`src/rtl/bsc_pkg.sv`:
```
// Shared constants, types and control codes for the binary search core.
package bsc_pkg;

  localparam int DEPTH       = 1024;
  localparam int VALUE_WIDTH = 32;
  localparam int ADDR_W      = $clog2(DEPTH);
  // Signed bound width: low reaches DEPTH, high reaches -1.
  localparam int BOUND_W     = ADDR_W + 2;

  localparam logic REQ_LOAD   = 1'b0;
  localparam logic REQ_SEARCH = 1'b1;

  typedef enum logic [1:0] {
    ST_IDLE,
    ST_PROBE,
    ST_COMPARE
  } state_t;

  typedef struct packed {
    logic write_elem;
    logic load_range;
    logic narrow;
    logic finish_hit;
    logic finish_miss;
  } ctrl_cmd_t;

  typedef struct packed {
    logic empty;
    logic equal;
  } ctrl_status_t;

endpackage

```
`src/rtl/bsc_ctrl.sv`:
```
// Controller state machine sequencing loads and search probes.
module bsc_ctrl (
  input  logic                  clk,
  input  logic                  rst,
  input  logic                  start,
  input  logic                  req_type,
  input  bsc_pkg::ctrl_status_t status,
  output bsc_pkg::ctrl_cmd_t    cmd,
  output logic                  busy
);

  bsc_pkg::state_t state, state_next;

  always_ff @(posedge clk) begin
    if (rst) begin
      state <= bsc_pkg::ST_IDLE;
    end else begin
      state <= state_next;
    end
  end

  always_comb begin
    state_next = state;
    cmd        = '0;
    busy       = 1'b1;
    case (state)
      bsc_pkg::ST_IDLE: begin
        busy = 1'b0;
        if (start) begin
          if (req_type == bsc_pkg::REQ_SEARCH) begin
            cmd.load_range = 1'b1;
            state_next     = bsc_pkg::ST_PROBE;
          end else begin
            cmd.write_elem = 1'b1;
          end
        end
      end
      bsc_pkg::ST_PROBE: begin
        // Read of the midpoint is issued in this cycle when the range is not empty.
        if (status.empty) begin
          cmd.finish_miss = 1'b1;
          state_next      = bsc_pkg::ST_IDLE;
        end else begin
          state_next = bsc_pkg::ST_COMPARE;
        end
      end
      bsc_pkg::ST_COMPARE: begin
        if (status.equal) begin
          cmd.finish_hit = 1'b1;
          state_next     = bsc_pkg::ST_IDLE;
        end else begin
          cmd.narrow = 1'b1;
          state_next = bsc_pkg::ST_PROBE;
        end
      end
      default: begin
        state_next = bsc_pkg::ST_IDLE;
      end
    endcase
  end

endmodule

```
`config.mk`:
```
export PLATFORM = sky130hd
export DESIGN_NAME = bsc_ctrl
export DESIGN_NICKNAME = d
export VERILOG_FILES = /design/src/rtl/bsc_pkg.sv /design/src/rtl/bsc_ctrl.sv
export SDC_FILE = /design/constraint.sdc
export NUM_CORES = 1
export LEC_CHECK = 0
export ABC_AREA = 0
export BUFFER_PORTS_ARGS = -buffer_cell sky130_fd_sc_hd__buf_4
export CORE_AREA = 4 4 41 43
export CTS_CLUSTER_SIZE = 40
export DETAILED_ROUTE_END_ITERATION = 8
export DIE_AREA = 0 0 45 47
export PLACE_DENSITY = 0.3
export RECOVER_POWER = 100
export SYNTH_ARGS = -nofsm -noshare
export SYNTH_HDL_FRONTEND = slang
export SYNTH_SLANG_ARGS = --single-unit
```
`constraint.sdc`:
```
create_clock -name clk -period 1.2 [get_ports clk]
set_clock_uncertainty 0.2 [all_clocks]
set_input_delay 0.12 -clock clk [delete_from_list [all_inputs] [get_ports clk]]
set_output_delay 0.12 -clock clk [all_outputs]
set_load 0.03 [all_outputs]
```
==> impl.org <==
** Cells and area
- In the final layout, the share of cells above drive strength 1 is 0.844.
- The area growth from synthesis to layout is 167%.
- Number of filler cells placed in the layout :: 149
- Commonest non-fill, non-tap cell in the layout :: sky130_fd_sc_hd__buf_4
- In the final layout, the multi-input gates occupy 114 um^2.
- Counting flops per register, the top entry is state.
- The largest registers in the layout are state x2.
- The register with the most flip-flops in the layout has 2 of them.
- Final net count :: 40
- In the layout the commonest cells are sky130_fd_sc_hd__buf_4 (7), sky130_fd_sc_hd__buf_6 (6), sky130_fd_sc_hd__clkbuf_4 (4).
- Registers take 42.5 um^2.
- Diodes inserted :: 0

** Timing
- The max-slew violation count came to 0.
- In the post-route analysis, the smallest setup slack over all paths is -0.240 ns.
- Slew Limit Headroom :: 0.827
- Of the available clock period, the critical path in the final layout requires 1.20.
- Final Hold Fails :: 0
- Actual slew at the worst max-slew pin :: 0.256 ns
- Sum of negative setup slack :: -0.967 ns
- Peak clock frequency supported by timing :: between 600 and 700 MHz
- Setup repair after global routing missed its margin :: true
- Setup violations remaining at the end of the flow were counted as 6.
- Final min period :: 1.44 ns

** CTS
- Number of sinks on the clock net :: 2
- TritonCTS built the clock tree.
- Clock slew at reported path FFs :: 0.03 ns
- Clock latency on the worst-skew pair, taken at its later pin, is 0.22 ns.
- Buffers from clock root to sink, at most :: 2
- Clock tree synthesis inserted a total of 3 buffers.
- Root buffer cell :: sky130_fd_sc_hd__clkbuf_4
- H-Tree Depth :: 1

** Floorplanning
- Placement row count :: 13
- The die covers ~2100 um^2.
- In this run the standard cell core region covers 1300 um^2.
- Floorplan die height :: 47 um
- The initial utilization of the core area, before any placement, comes to 0.101.
- Die Width :: between 40 and 50 um
- Number of I/O pins :: 12

** Critical path
- Series of cell instances along the critical path :: or2_4 > nor3b_4 > buf_6
- Crit path max-delay cell type :: sky130_fd_sc_hd__dfxtp_2
- Kind of end point of the critical path :: primary output
- The worst setup path is launched from a register.
- Worst-case register-to-register setup slack :: 0.06 ns
- Type of the setup path with the least slack :: reg -> out
- For this run, the slowest stage of the critical path takes 0.32 ns.
- Crit path buf inv count :: 1
- CP arrival :: approximately 1.1 ns
- Required time of the critical path :: 0.88 ns
- Critical-path maximum fanout :: 3
- Largest delay share family, worst path :: simple AND/OR/NAND/NOR gates

** Pwr
- Peak ir drop on the vdd network :: 0.000381 V
- Power spread over the standard cell area amounts to 862 nW/um^2.
- Fraction of power spent switching nets :: 0.250
- For this design the total switching power over the nets is around 0.000076 W.
- Standby leakage power :: about 0.16 nW
- Of the total power, the clock network draws 0.490.
- Of the total power, combinational logic draws 0.274.
- The share of total power dissipated in sequential elements is 0.236.
- The internal portion of the total power is 0.000226 W.
- After layout, the design draws a total of 0.000302 W.

** Drt
- Vias after detailed routing :: 179
- DRC violation count after routing :: 0
- Number of routed nets with antenna violations :: 0
- Using the TritonRoute via totals, the vias-per-cell ratio works out to 3.81.
- In this run, the number of DRC markers left after iteration 0 of detailed routing was 0.
- For this block, the routed nets add up to 475 um of wire.
- For this run, the detailed router's first-pass iteration total came to 1.
- Final routed wire length divided by cell count :: 10.1 um

** Flow run
- Max-cap violations :: 0

** Min path
- The min-delay analysis places its worst path in the category in -> reg.

** Run status
- Status :: complete, but fails checks
- The final reports fail on setup timing.

** Placed design
- Last weighted congestion value of the routability-driven placer :: 0.657
- At the placement stage, the worst setup path has a slack of -0.0250 ns.
- Port Buf Inserts :: 11
- The wire-length estimate of the detail-placed layout is 328 um.

** Synthesis
- The share of the Yosys chip area taken by registers is 0.305.
- Synthesis produced a netlist whose cell count is 12.
- Net count after synthesis :: 18
- Post-synthesis area per instance :: 10.9 um^2
- The Yosys step of the flow raised 0 warnings.
- Post-synthesis sequential element count :: 2
- The netlist uses 10 different library cells.
- Post-synth design cell area :: between 100 and 150 um^2

** GRT
- Combined global-route utilization of all metal layers :: 0.0631
- The number of antenna violations at the first check in global routing is 0.
- The first global-routing pass estimated 869 um of wire.
- Vias in the first global route :: 191
- GRT Residual Overflow :: 0
- Pin count of the biggest net entering global routing :: 6
==> power groups by stage <==
stage          Combinational [W]  Sequential (W)  Clock (W)
2_1_floorplan          0.0000322       0.0000725          0
3_3_place_gp           0.0000659       0.0000716          0
3_5_place_dp           0.0000662       0.0000718          0
4_1_cts                0.0000760       0.0000714   0.000160
5_1_grt                0.0000884       0.0000716   0.000172
6_report               0.0000827       0.0000713   0.000148
==> worst register-to-register path, delay by kind of cell (launching register included) <==
kind	cells	cell delay, ns
buffers and inverters	1	0.14
AND/OR/NAND/NOR	1	0.17
AO/OA/AOI/OAI	1	0.22
flip-flops	1	0.32
==> layer usage <==
layer  wire length, um  up-vias  global-route usage
met2               221        9              0.0847
met4                 0        0              0.0702
met5                 0        -                   0
met3                64        0              0.0460
met1               189       82              0.0588
li1                  -       88                   -
==> worst paths after layout <==
check | startpoint | endpoint | depth (start not counted)
min | status[0] | state[0] | 3
max reg2reg | state[1] | state[0] | 3
min reg2reg | state[1] | state[1] | 2
max | state[0] | cmd[4] | 3
==> metrics by stage <==
| stage | area [um^2] | utilization | std cells | hold slack, ns |
|---|---|---|---|---|
| 2_1_floorplan | 143 | - | 12 | -0.00724 |
| 3_3_place_gp | 267 | 0.205 | 41 | 0.0921 |
| 3_5_place_dp | 267 | 0.205 | 41 | 0.0944 |
| 4_1_cts | 330 | 0.254 | 46 | -0.0118 |
| 5_1_grt | 350 | 0.269 | 47 | 0.0240 |
| 6_report | 350 | 0.269 | 47 | 0.0113 |
==> final cells by class <==
cell class                 instances  share of cell area
timing repair buffer              17               0.436
clock buffer                       3              0.0643
tap                               15              0.0536
multi-input combinational         10               0.325
sequential                         2               0.121
==> what timing repair did <==
item / in CTS / in global routing
resized for setup: 7 / 4
setup buffers: 0 / 1
pin swaps: 1 / 0
hold endpoints to repair: 2 / 0
setup endpoints to repair: 6 / 7
hold buffers: 2 / 0
==> synth_stat cells (all sizes together) <==
master  number  area, um^2
dfxtp        2        40.0
and3b        2        20.0
and4bb       1        12.5
or2          1        8.76
a211oi       1        7.51
nand3b       1        7.51
nor4b        1        8.76
nor3b        2        20.0
nand2b       1        6.26
==> cell families after synthesis <==
logic type,after synthesis,share of synthesized area
AO/OA/AOI/OAI,1,0.0572
flip-flops,2,0.305
AND/OR/NAND/NOR,9,0.638
No activity file was read; power rests on OpenSTA's default activity.
